===== config.mk =====
export PLATFORM = sky130hd
export DESIGN_NAME = mscs_back
export DESIGN_NICKNAME = d
export VERILOG_FILES = /design/src/rtl/core/mscs_pkg.sv /design/src/rtl/core/mscs_back.sv
export SDC_FILE = /design/constraint.sdc
export NUM_CORES = 1
export LEC_CHECK = 0
export ABC_AREA = 1
export BUFFER_PORTS_ARGS = -buffer_cell sky130_fd_sc_hd__buf_2
export CELL_PAD_IN_SITES_DETAIL_PLACEMENT = 1
export CELL_PAD_IN_SITES_GLOBAL_PLACEMENT = 2
export CORE_UTILIZATION = 27
export CTS_BUF_LIST = sky130_fd_sc_hd__clkbuf_4
export CTS_CLUSTER_SIZE = 20
export DETAILED_ROUTE_END_ITERATION = 12
export GPL_TIMING_DRIVEN = 0
export PLACE_DENSITY = 0.84
export SLEW_MARGIN = 10
export SYNTH_ARGS = -nofsm -noshare
export SYNTH_HDL_FRONTEND = slang
export SYNTH_SLANG_ARGS = --single-unit

===== constraint.sdc =====
create_clock -name clk -period 3.6 [get_ports clk]
set_clock_uncertainty 0.15 [all_clocks]
set_input_delay 0.36 -clock clk [delete_from_list [all_inputs] [get_ports clk]]
set_output_delay 0.36 -clock clk [all_outputs]
set_load 0.02 [all_outputs]

===== src/rtl/core/mscs_pkg.sv =====
// Shared types, widths and segment tables for the marching-squares cell block.
// No dependencies; every other file in rtl/core refers to it by scoped names.
package mscs_pkg;

    localparam int SAMPLE_W    = 24;
    localparam int FRAC_W      = 16;
    localparam int IDX_W       = 12;
    localparam int ORG_W       = 12;
    localparam int SIZE_W      = 20;
    localparam int SIZE_FRAC_W = 8;
    localparam int PIX_W       = 16;
    localparam int CFG_IDX_W   = 3;
    localparam int CFG_DATA_W  = 24;

    localparam int QUEUE_DEPTH = 32;
    localparam int QPTR_W      = $clog2(QUEUE_DEPTH);
    localparam int QCNT_W      = QPTR_W + 1;

    // position = (index << FRAC_W) + fraction, index up to 2^IDX_W
    localparam int POS_W  = IDX_W + 1 + FRAC_W;
    localparam int PROD_W = POS_W + SIZE_W;
    localparam int RND_SH = FRAC_W + SIZE_FRAC_W;
    localparam int RES_W  = PROD_W + 1 - RND_SH;
    localparam int SUM_W  = RES_W + 1;

    localparam logic [FRAC_W:0] FRAC_ONE  = {1'b1, {FRAC_W{1'b0}}};
    localparam logic [FRAC_W:0] FRAC_HALF = {2'b01, {(FRAC_W - 1){1'b0}}};
    localparam logic [PIX_W-1:0] PIX_MAX  = {PIX_W{1'b1}};

    typedef enum logic [CFG_IDX_W-1:0] {
        CFG_ISO_LEVEL   = 3'd0,
        CFG_ORIGIN_X    = 3'd1,
        CFG_ORIGIN_Y    = 3'd2,
        CFG_CELL_WIDTH  = 3'd3,
        CFG_CELL_HEIGHT = 3'd4
    } cfg_reg_t;

    typedef enum logic [1:0] {
        EDGE_TOP    = 2'd0,
        EDGE_RIGHT  = 2'd1,
        EDGE_BOTTOM = 2'd2,
        EDGE_LEFT   = 2'd3
    } edge_t;

    // one edge inside the fraction divider
    typedef struct packed {
        logic [SAMPLE_W-1:0] rem;
        logic [SAMPLE_W-1:0] den;
        logic [FRAC_W-1:0]   quo;
        logic                fixed;
        logic [FRAC_W:0]     fixed_val;
    } div_t;

    typedef struct packed {
        logic [IDX_W-1:0] col;
        logic [IDX_W-1:0] row;
        logic [3:0]       case_code;
        logic             keep;
    } side_t;

    typedef struct packed {
        logic [3:0]            case_code;
        logic [3:0][PIX_W-1:0] px;
        logic [3:0][PIX_W-1:0] py;
    } cell_rec_t;

    typedef struct packed {
        logic valid;
        logic keep;
    } front_ctrl_t;

    function automatic logic is_saddle(input logic [3:0] c);
        return (c == 4'd5) || (c == 4'd10);
    endfunction

    function automatic edge_t seg_start(input logic [3:0] c, input logic second);
        edge_t e;
        if (second)
        begin
            e = (c == 4'd5) ? EDGE_RIGHT : EDGE_LEFT;
        end
        else
        begin
            case (c) inside
                4'd1, 4'd14, 4'd3, 4'd12, 4'd7, 4'd8, 4'd5: e = EDGE_LEFT;
                4'd4, 4'd11:                                 e = EDGE_RIGHT;
                default:                                     e = EDGE_TOP;
            endcase
        end
        return e;
    endfunction

    function automatic edge_t seg_end(input logic [3:0] c, input logic second);
        edge_t e;
        if (second)
        begin
            e = EDGE_BOTTOM;
        end
        else
        begin
            case (c) inside
                4'd1, 4'd14, 4'd5:                 e = EDGE_TOP;
                4'd2, 4'd13, 4'd10, 4'd3, 4'd12:   e = EDGE_RIGHT;
                default:                           e = EDGE_BOTTOM;
            endcase
        end
        return e;
    endfunction

endpackage


===== src/rtl/core/mscs_back.sv =====
// Back end: expands each queued cell into one or two segments in an output register.
// Depends on mscs_pkg.
module mscs_back (
    input  logic                         clk,
    input  logic                         rst_n,
    input  mscs_pkg::cell_rec_t          head,
    input  logic                         head_valid,
    output logic                         head_pop,
    input  logic                         pop,
    output logic                         empty,
    output logic [mscs_pkg::PIX_W-1:0]   start_x,
    output logic [mscs_pkg::PIX_W-1:0]   start_y,
    output logic [mscs_pkg::PIX_W-1:0]   end_x,
    output logic [mscs_pkg::PIX_W-1:0]   end_y,
    output logic                         last_segment
);

    logic                       out_valid_reg;
    logic                       second_reg;
    logic [mscs_pkg::PIX_W-1:0] sx_reg;
    logic [mscs_pkg::PIX_W-1:0] sy_reg;
    logic [mscs_pkg::PIX_W-1:0] ex_reg;
    logic [mscs_pkg::PIX_W-1:0] ey_reg;
    logic                       last_reg;

    logic           load;
    logic           last;
    mscs_pkg::edge_t s_edge;
    mscs_pkg::edge_t e_edge;

    assign load     = !out_valid_reg || pop;
    assign last     = second_reg || !mscs_pkg::is_saddle(head.case_code);
    assign head_pop = load && head_valid && last;
    assign s_edge   = mscs_pkg::seg_start(head.case_code, second_reg);
    assign e_edge   = mscs_pkg::seg_end(head.case_code, second_reg);

    always_ff @(posedge clk or negedge rst_n)
    begin
        if (!rst_n)
        begin
            out_valid_reg <= 1'b0;
            second_reg    <= 1'b0;
        end
        else if (load)
        begin
            out_valid_reg <= head_valid;
            if (head_valid)
            begin
                second_reg <= !last;
            end
        end
    end

    always_ff @(posedge clk)
    begin
        if (load && head_valid)
        begin
            sx_reg   <= head.px[s_edge];
            sy_reg   <= head.py[s_edge];
            ex_reg   <= head.px[e_edge];
            ey_reg   <= head.py[e_edge];
            last_reg <= last;
        end
    end

    assign empty        = !out_valid_reg;
    assign start_x      = sx_reg;
    assign start_y      = sy_reg;
    assign end_x        = ex_reg;
    assign end_y        = ey_reg;
    assign last_segment = last_reg;

endmodule


### Word-level counts from Yosys, hierarchy flattened

Cells that the tools add are included.

* flip-flop bits (word level): 67
* output and inout port bits: 67
* word-level logic and storage cells: 49

* magnitude comparators: 2
* equal/unequal tests: 12
* multiplexer cells: 15
* reduce and logical (&&, ||, !) cells: 13

Operators with widths (number)
* binary-select mux 16 bit (select 2 bit): 4
* two-way mux 16 bit: 4
* == test 4 bit (second input constant): 6
* == test 4 x 3 -> 1 bit (second input constant): 3
* two-way mux 2 bit: 6
* == test 4 x 2 -> 1 bit (second input constant): 2
* OR reduction 7 bit: 1
* less-than comparator 2 x 3 -> 1 bit (second input constant): 2
* OR reduction 5 bit: 1
* == test 4 x 1 -> 1 bit (second input constant): 1
* logical NOT 1 bit: 3
* logical OR 1 bit: 3
* OR reduction 3 bit: 1
* logical AND 1 bit: 2
* AND reduction 2 bit: 1
* OR reduction 2 bit: 1
* two-way mux 1 bit: 1

### Longest topological paths before layout

Gate-level depths: netlist of run 1.

* depth after elaboration: 7
* depth in mapped cells: 10

### Worst setup path before layout of run 1

Ideal clock, no wire load.

* kind: reg2reg
* from: register out_valid_reg
* to: register ex_reg (netlist bit end_x[0]) (enable)
* setup time: 419 ps
* arrival time: 2001 ps
* path slack: 1030 ps
* stages on the path, launching flop included: 5
* path buffers: 0
* period minus slack after synthesis: 2570 ps
* cells stage by stage: dfrtp_1 > inv_1 > or2_2 > nand2_1 > inv_1

* word-level cells in the longest chain between the ends: 3

Ends and longest elaborated chain
* start: declaration: RTL line mscs_back.sv:18 `logic out_valid_reg;`
* start signal: assignment: RTL line mscs_back.sv:46 `out_valid_reg <= head_valid;`
* logical NOT 1 bit
* via empty: RTL line mscs_back.sv:10 `output logic empty,`
* logical OR 1 bit: RTL line mscs_back.sv:31 `assign load = !out_valid_reg || pop;`
* logical AND 1 bit: RTL line mscs_back.sv:56 `if (load && head_valid)`
* end signal: assignment: RTL line mscs_back.sv:60 `ex_reg <= head.px[e_edge];`
* end: declaration: RTL line mscs_back.sv:22 `logic [mscs_pkg::PIX_W-1:0] ex_reg;`

The timed path passes the listed nets, and every way through them passes these cells.
A chain may end at the register's enable or synchronous reset.

### Final worst setup path of run 1

* from: input port pop
* to: output port head_pop

* word-level cells in the longest chain between the ends: 3

Ends and longest elaborated chain
* start: declaration: RTL line mscs_back.sv:9 `input logic pop,`
* logical OR 1 bit: RTL line mscs_back.sv:31
* logical AND 1 bit (2 in series): RTL line mscs_back.sv:33 `assign head_pop = load && head_valid && last;`
* end: declaration: RTL line mscs_back.sv:8 `output logic head_pop,`

No other way between the ends.

==> flow_summary.json, run 1 <==
{
  "routed_via_density": 4.915,
  "cp.required_ns": 3.09,
  "syn_to_final_growth_pct": 36.10,
  "p_per_area_nw_per_um2": 420.2,
  "synth-seq-cells": 67,
  "dp_hpwl_um": 11990,
  "drt_iter0_drc": 226,
  "wl_um": 15480,
  "diodes": 0,
  "grt_max_degree": 36,
  "setup_viol": 0,
  "tightest_slew_ns": 0.5744,
  "path_class": "primary input to output port",
  "cts_tree": "yes",
  "finalSetupTns_ns": 0,
  "grt.overflow.total": 0,
  "crit_fanout": 4,
  "p_sw_uw": 803.5,
  "vdd_drop_max_mv": 0.1733,
  "core_region_area_um2": 13990,
  "antenna_left": 0,
  "fin_crit_ns": 2.250,
  "wl_per_cell_um": 17.83,
  "chipWidth_um": 122.1,
  "clock_latency_ns": 0.44,
  "vias": 4266,
  "cts_root_buf": "clkbuf_4",
  "crit_path_start": "pop",
  "clkSinkCount": 67,
  "synth_top_family_by_area": "simple AND/OR/NAND/NOR gates",
  "ys_warn_count": 0,
  "instances_no_fill": 868,
  "drive_gt1_share_pct": 36.63,
  "ff2ff_path_depth": 7,
  "finalNetCount": 819,
  "clkTransAtPathRegs_ns": 0.12,
  "rsz0062_at_grt": "false",
  "timing.rr.end": "start_x[14]",
  "gp_congestion": 0.8094,
  "register_area_um2": 2002,
  "first_global_vias": 4529,
  "htree_levels": 3,
  "status": "finished clean",
  "synth_area_um2": 3892,
  "layout_common_cells": "buf_2, nand3_1, nand2_1",
  "synth_adder_area_share_pct": 0,
  "netlist_instances": 467,
  "final_common_cell": "buf_2",
  "cap_violations": 0,
  "clockBufferDepth": 2,
  "rows": 43,
  "drcViolationCount": 0,
  "yosys.area_share.simple_pct": 39.57,
  "synth_compound_area_share_pct": 0.3857,
  "relSlewSlack_pct": 61.71,
  "cp-start-kind": "primary input",
  "ys_seq_area_share_pct": 51.43,
  "p_sw_share_pct": 36.10,
  "synth_nets": 603,
  "start_util_pct": 27.83,
  "p_leak_nw": 2.623,
  "globalRouteTotalUtil_pct": 21.29,
  "die_h_um": 122.1,
  "synthDistinctLibCells": 18,
  "drv_slew": 0,
  "synthMuxAreaShare_pct": 0,
  "postCtsSetupBuffers": 0,
  "grt_pass1_wl_um": 23570,
  "max_freq_ghz": 0.4445,
  "cp.arrival_ns": 1.74,
  "first_pass_iters": 6,
  "pwr-share-comb_pct": 32.7,
  "synth-xor-area-share_pct": 0,
  "cts_buffers": 9,
  "p_int_mw": 1.422,
  "fillers": 1780,
  "hold_path_class": "primary input to flop",
  "crit_path_end_kind": "output port",
  "grt_antenna_before_repair": 1,
  "reg2reg_from": "second_reg",
  "fin_crit_sh_pct": 62.50,
  "endpoint": "head_pop",
  "port_buffers": 202,
  "power_frac_clock_pct": 22.6,
  "syn_avg_cell_area_um2": 8.335,
  "ios": 203,
  "hold_viol": 0,
  "placed_cells": 850,
  "dieArea_um2": 14900,
  "multi_input_area_um2": 1555,
  "seq_power_share_pct": 44.7,
  "reg2reg_slack_ns": 1.50
}
-- worst min-delay path by stage --
stage / startpoint / endpoint / slack [ns] / depth (start not counted)
final: head[116] / start_x[4] / 0.04 / 3
after global routing: head[116] / start_x[4] / 0.03 / 3
after CTS: head[63] / start_y[15] / 0.007 / 3
after detailed placement: rst_n / second_reg / -0.001 / 1
after global placement: rst_n / out_valid_reg / -0.002 / 1
after floorplan: rst_n / out_valid_reg / -0.09 / 0
-- layer usage --
| layer | vias up | GRT usage, % | wire length [um] |
|---|---|---|---|
| li1 | 2034 | - | - |
| met1 | 2034 | 24.88 | 6465 |
| met2 | 179 | 36.23 | 7308 |
| met3 | 17 | 7.257 | 1448 |
| met4 | 2 | 7.241 | 243 |
| met5 | - | 0 | 9 |
-- cell families (layout without fill, tap and decap cells) --
group | after synthesis | in the layout
DFF | 67 | 67
and+or+nand+nor | 323 | 323
AOI/OAI and AO/OA | 3 | 3
buffers and inverters | 74 | 295
-- synth_stat cells --
cell type,n,area (um^2)
nor2_2,2,12.51
nand4_1,1,6.260
dfrtp_1,2,50.05
nor2_1,8,30.03
buf_2,19,95.09
or2_2,1,6.260
nand3b_1,29,217.7
clkinv_1,1,3.750
clkbuf_1,9,33.78
edfxtp_1,65,1952
inv_1,33,123.9
buf_6,3,33.78
nand2_1,116,435.4
inv_2,6,22.52
nand2_2,1,6.260
buf_4,3,22.52
a21oi_1,3,15.01
nand3_1,165,825.8
-- layout make-up --
type	instances	area share, %
Buffer	34	3.496
Sequential cell	67	37.79
Multi-Input combinational cell	326	29.36
Timing Repair Buffer	205	19.84
Tap cell	180	4.251
Inverter	40	2.881
Clock inverter	7	1.110
Clock buffer	9	1.275
-- through the flow --
stage	utilization, %	instance area (um^2)	setup slack (ns)	power, mW	hold WS, ns
after floorplan	-	3892	1.030	1.445	-0.08559
after global placement	36.66	5129	0.4214	1.727	-0.002121
after detailed placement	36.82	5151	1.422	1.747	-0.001113
after CTS	37.87	5298	1.329	2.254	0.007276
after global routing	37.87	5298	1.265	2.350	0.03022
final	37.87	5298	1.350	2.226	0.04363
-- what timing repair did --
item	4_1_cts	5_1_grt
gates resized for setup	0	0
hold buffers	2	0
endpoints found under the hold margin	3	0
-- critical path: stages --
cell and delay [ns]:
dlygate4sd3_1 0.53, buf_2 0.12, or2_2 0.30, nand2_1 0.17, a21oi_1 0.09, buf_2 0.17
-- power by group through the flow --
stage	sequential (mW)	combinational (mW)	clock [mW]
after floorplan	1.12	0.326	0
after detailed placement	1.01	0.734	0
after global placement	1.02	0.711	0
after CTS	0.997	0.738	0.519
final	0.995	0.728	0.504
after global routing	1.00	0.807	0.541
Note: power is estimated with default switching activity, not from simulation.
==> run 2, diff against run 1 <==
- ABC_AREA: 1 -> 0
- CORE_UTILIZATION: 27 -> 28
- PLACE_DENSITY: 0.84 -> 0.77
- clock period: 3.6 -> 2.3 ns (I/O delays scaled with it)
==> flow_summary.json, run 2 <==
{
  "crit_fanout": 10,
  "placed_area_um2": 4932,
  "syn_avg_cell_area_um2": 14.56,
  "ys_seq_area_share_pct": 54.15,
  "cts_tree": "yes",
  "rsz0062_at_grt": "false",
  "relSlewSlack_pct": 47.92,
  "clockBufferDepth": 2,
  "grt_antenna_before_repair": 0,
  "synthMostInstantiatedCell": "edfxtp_1",
  "wl_um": 13070,
  "synth-seq-cells": 67,
  "cp.required_ns": 2.33,
  "synthDistinctLibCells": 32,
  "first_global_vias": 3833,
  "crit_slowest_cell": "dfrtp_1",
  "hold_path_class": "primary input to flop",
  "grt_pass1_wl_um": 19200,
  "ff2ff_path_depth": 5,
  "fin_crit_ns": 2.113,
  "htree_levels": 3,
  "dp_hpwl_um": 8968,
  "max_freq_ghz": 0.4733,
  "synth_area_um2": 3697,
  "placed_cells": 626,
  "antenna_left": 0,
  "fin_area_um2": 6046,
  "min_from": "head[75]",
  "cts_root_buf": "clkbuf_4",
  "grt.busiest_layer": "met2",
  "p_per_area_nw_per_um2": 534.1,
  "clkTransAtPathRegs_ns": 0.12,
  "netlist_instances": 254,
  "first_pass_iters": 4,
  "holdPathStages": 3,
  "tightest_slew_ns": 0.7795,
  "synth_top_cell_area_share_pct": 52.79,
  "hold_viol": 0,
  "met1_usage_pct": 19.57,
  "crit_chain": "nand2b_1, o32ai_4, o21ba_4, buf_6, a221o_1",
  "whs_ns": 0.03475,
  "globalRouteTotalUtil_pct": 19.26,
  "crit_path_end_kind": "flop",
  "clkSinkCount": 67,
  "synth_top_cell_by_area": "edfxtp_1",
  "synth_async_sr_flop_share_pct": 2.985,
  "p_leak_nw": 2.579,
  "reg2reg_from": "second_reg",
  "slowest_delay_ns": 0.42,
  "reg2reg_slack_ns": 0.19,
  "setup_viol": 0,
  "drt_iter0_drc": 96,
  "grt.overflow.total": 0,
  "routed_via_density": 4.645,
  "cts_buffers": 9,
  "status": "finished clean",
  "cp-start-kind": "flop",
  "ys.flop_type": "edfxtp_1",
  "chipWidth_um": 116.9,
  "cp.arrival_ns": 2.14,
  "ys_top_cells_by_area": "edfxtp_1, mux2_1, a221o_1",
  "diodes": 0,
  "vias": 3451,
  "instances_no_fill": 743,
  "syn_to_final_growth_pct": 63.52,
  "path_class": "flop to flop",
  "use_met3_pct": 4.119,
  "timing.rr.end": "start_x[10]",
  "layout_setup_ws_ns": 0.1874,
  "gr-usage-met2_pct": 36.77,
  "ys_top_cells_by_count": "edfxtp_1, and2_1, a221o_1",
  "fin_crit_sh_pct": 91.85,
  "die_h_um": 116.9,
  "cap_violations": 0,
  "postCtsSetupBuffers": 0,
  "dieArea_um2": 13670,
  "place_ws_ns": 0.005308,
  "ios": 203,
  "port_buffers": 199,
  "drive_gt1_share_pct": 47.11,
  "ys_warn_count": 0,
  "clock_latency_ns": 0.43,
  "vdd_drop_max_mv": 0.2082,
  "gp_congestion": 0.7899,
  "final_common_cell": "buf_2",
  "min_to": "start_x[11]",
  "start_util_pct": 29.06,
  "drcViolationCount": 0,
  "wl_per_cell_um": 17.59,
  "grt_max_degree": 36,
  "finalNetCount": 702,
  "synth_nets": 390,
  "core_region_area_um2": 12720,
  "synth-edff-count": 65,
  "rows": 41,
  "layout_common_cells": "buf_2, dlygate4sd3_1, edfxtp_1",
  "drv_slew": 0
}
==> run 2: cell type report <==
type | count | area (um^2)
timing repair buffer | 301 | 2027
sequential | 67 | 2002
clock inverter | 5 | 20.02
tap | 172 | 215.2
buffer | 20 | 138.9
clock buffer | 11 | 82.58
multi-input combinational | 163 | 1541
fill | 1419 | 6676
inverter | 4 | 18.77
==> run 2: metrics by stage <==
stage	power, mW	utilization, %	TNS [ns]
after floorplan	2.113	-	0
after global placement	2.434	38.61	-22.56
after detailed placement	2.465	38.77	0
after CTS	3.270	47.52	0
after global routing	3.392	47.52	0
final	3.229	47.52	0
==> run 2: worst max-delay path, delay by kind of cell, from the launching register on <==
family / cells / cell delay, ns
buffers and inverters: 1 / 0.15
AO/OA/AOI/OAI: 3 / 0.96
AND/OR/NAND/NOR: 1 / 0.18
flip-flops: 1 / 0.42
==> run 2: kinds of logic (layout without fill, tap and decap cells) <==
logic type | count (synthesis) | after routing | synth area share, %
AO/OA/AOI/OAI | 46 | 46 | 12.56
multiplexers | 63 | 63 | 20.41
buffers and inverters | 24 | 341 | 4.162
AND/OR/NAND/NOR | 54 | 54 | 8.731
flip-flops | 67 | 67 | 54.15
==> run 2: how the worst max path moves through the flow <==
stage | from | to | slack, ns | cells past startpoint
2_1_floorplan | out_valid_reg | second_reg | 0.16 | 4
3_3_place_gp | pop | second_reg | -0.45 | 5
3_5_place_dp | head[131] | end_x[0] | 0.005 | 7
4_1_cts | out_valid_reg | end_x[2] | 0.16 | 4
5_1_grt | second_reg | start_x[3] | 0.05 | 6
6_report | second_reg | start_x[10] | 0.19 | 5
==> run 2: routing by layer <==
metal	share of wire, %	wire (um)	vias up
met1	37	4885	1654
met2	54	7059	137
met3	5.9	770	28
li1	-	-	1632
met4	2.7	355	0
met5	0	0	-
==> run 2: where the power goes <==
part	total (mW)	switching (mW)	internal, mW
Clock	0.667	0.436	0.231
Combinational	1.05	0.516	0.533
Sequential	1.51	0.0260	1.49
==> run 2: timing repair <==
item / in CTS / in global routing
resized for setup: 0 / 0
endpoints found under the setup margin: 0 / 0
endpoints found under the hold margin: 65 / 0
hold buffers: 101 / 0
==> run 3, diff against run 2 <==
- RECOVER_POWER: default -> 100
==> flow_summary.json, run 3 (synthesis results as in run 2) <==
{
  "fin_crit_sh_pct": 93.09,
  "crit_path_end_kind": "flop",
  "cp.arrival_ns": 2.15,
  "globalRouteTotalUtil_pct": 19.26,
  "hold_path_class": "primary input to flop",
  "clkTransAtPathRegs_ns": 0.12,
  "hold_viol": 0,
  "vdd_drop_max_mv": 0.2086,
  "dp_hpwl_um": 8968,
  "cp-start-kind": "primary input",
  "placed_cells": 626,
  "layout_common_cells": "buf_2, dlygate4sd3_1, clkbuf_1",
  "fin_crit_ns": 2.141,
  "finalSetupTns_ns": 0,
  "path_class": "primary input to flop",
  "wl_per_cell_um": 17.76,
  "htree_levels": 3,
  "finalNetCount": 702,
  "holdPathStages": 3,
  "p_leak_nw": 2.354,
  "diodes": 0,
  "setup_viol": 0,
  "start_util_pct": 29.06,
  "clock_latency_ns": 0.42,
  "dieArea_um2": 13670,
  "rsz0062_at_grt": "false",
  "layout_setup_ws_ns": 0.1589,
  "crit_chain": "dlygate4sd3_1, buf_2, nand2_1, clkinvlp_4, buf_6",
  "slowest_delay_ns": 0.63,
  "multi_input_area_um2": 1504,
  "routed_via_density": 4.677,
  "grt_antenna_before_repair": 0,
  "instances_no_fill": 743,
  "rows": 41,
  "die_h_um": 116.9,
  "vias": 3475,
  "register_area_um2": 2002,
  "max_freq_ghz": 0.4671,
  "fillers": 1455,
  "antenna_left": 0,
  "grt.overflow.total": 0,
  "core_region_area_um2": 12720,
  "cts_root_buf": "clkbuf_4",
  "grt_pass1_wl_um": 19200,
  "chipWidth_um": 116.9,
  "cts_buffers": 9,
  "cp.required_ns": 2.31,
  "crit_slowest_cell": "clkinvlp_4",
  "grt_max_degree": 36,
  "fin_area_um2": 5913,
  "place_ws_ns": 0.005308,
  "first_pass_iters": 4,
  "drcViolationCount": 0,
  "critical_path.top_delay_family": "buffers and inverters",
  "clkSinkCount": 67,
  "drv_slew": 0,
  "ios": 203,
  "cts_resized": 0,
  "gp_congestion": 0.7899,
  "drive_gt1_share_pct": 33.63,
  "cts_tree": "yes",
  "final_common_cell": "buf_2",
  "cp_num_cells": 5,
  "port_buffers": 199,
  "cap_violations": 0,
  "clockBufferDepth": 2,
  "relSlewSlack_pct": 48.78,
  "ff2ff_path_depth": 4,
  "placed_area_um2": 4932,
  "status": "finished clean",
  "whs_ns": 0.03814,
  "crit_fanout": 35,
  "tightest_slew_ns": 0.7667,
  "p_per_area_nw_per_um2": 537.3,
  "syn_to_final_growth_pct": 59.93,
  "drt_iter0_drc": 105,
  "critical_path_buf_inv_count": 4,
  "first_global_vias": 3833,
  "wl_um": 13200
}
[run 3: changes by cell type in the layout (fill, tap and decap cells not counted), sizes merged]
cell    before  now
clkbuf      14   85
buf        217  146
[run 3: metrics by stage]
step                util, %  power (mW)
finish                46.48       3.177
global route          46.48       3.342
CTS                   47.52       3.270
detailed placement    38.77       2.465
global placement      38.61       2.434
floorplan                 -       2.113
[run 3: layout make-up]
class | count | area share [%]
inverters | 4 | 0.3174
plain buffers | 20 | 2.306
repair buffers | 301 | 32.71
clock inverters | 5 | 0.3386
well taps | 172 | 3.639
flip-flops and latches | 67 | 33.86
clock buffers | 11 | 1.397
multi-input cells | 163 | 25.43
[run 3: repair_timing]
action / CTS / global route
endpoints found under the hold margin: 65 / 0
buffers inserted: 0 / 0
hold buffers: 101 / 0
[run 3: worst reg2reg max path, stage by stage, from the launching register on]
cell and delay [ns]:
dfrtp_1 0.37, nand2b_1 0.08, nand2_1 0.13, clkinvlp_4 0.63
buf_6 0.48
[run 3: metal layers]
layer  GRT usage (%)  wire length, um
met3           4.119              764
met2           36.77             7075
met5               0                0
met1           19.57             5021
met4           10.21              337
[run 3: power by group]
part           total (mW)  internal [mW]  switching (mW)
registers            1.52           1.49          0.0292
clock network       0.663          0.231           0.432
logic               0.997          0.482           0.515
[run 3: worst paths after layout]
| check | start | to | slack [ns] |
|---|---|---|---|
| hold reg to reg | second_reg | second_reg | 0.67 |
| hold / removal | head[75] | start_x[11] | 0.04 |
| max in group asynchronous | rst_n | second_reg | 1.39 |
| setup / recovery | head_valid | end_x[4] | 0.16 |
| min in group asynchronous | rst_n | out_valid_reg | 0.49 |
| setup reg to reg | out_valid_reg | end_x[4] | 0.17 |
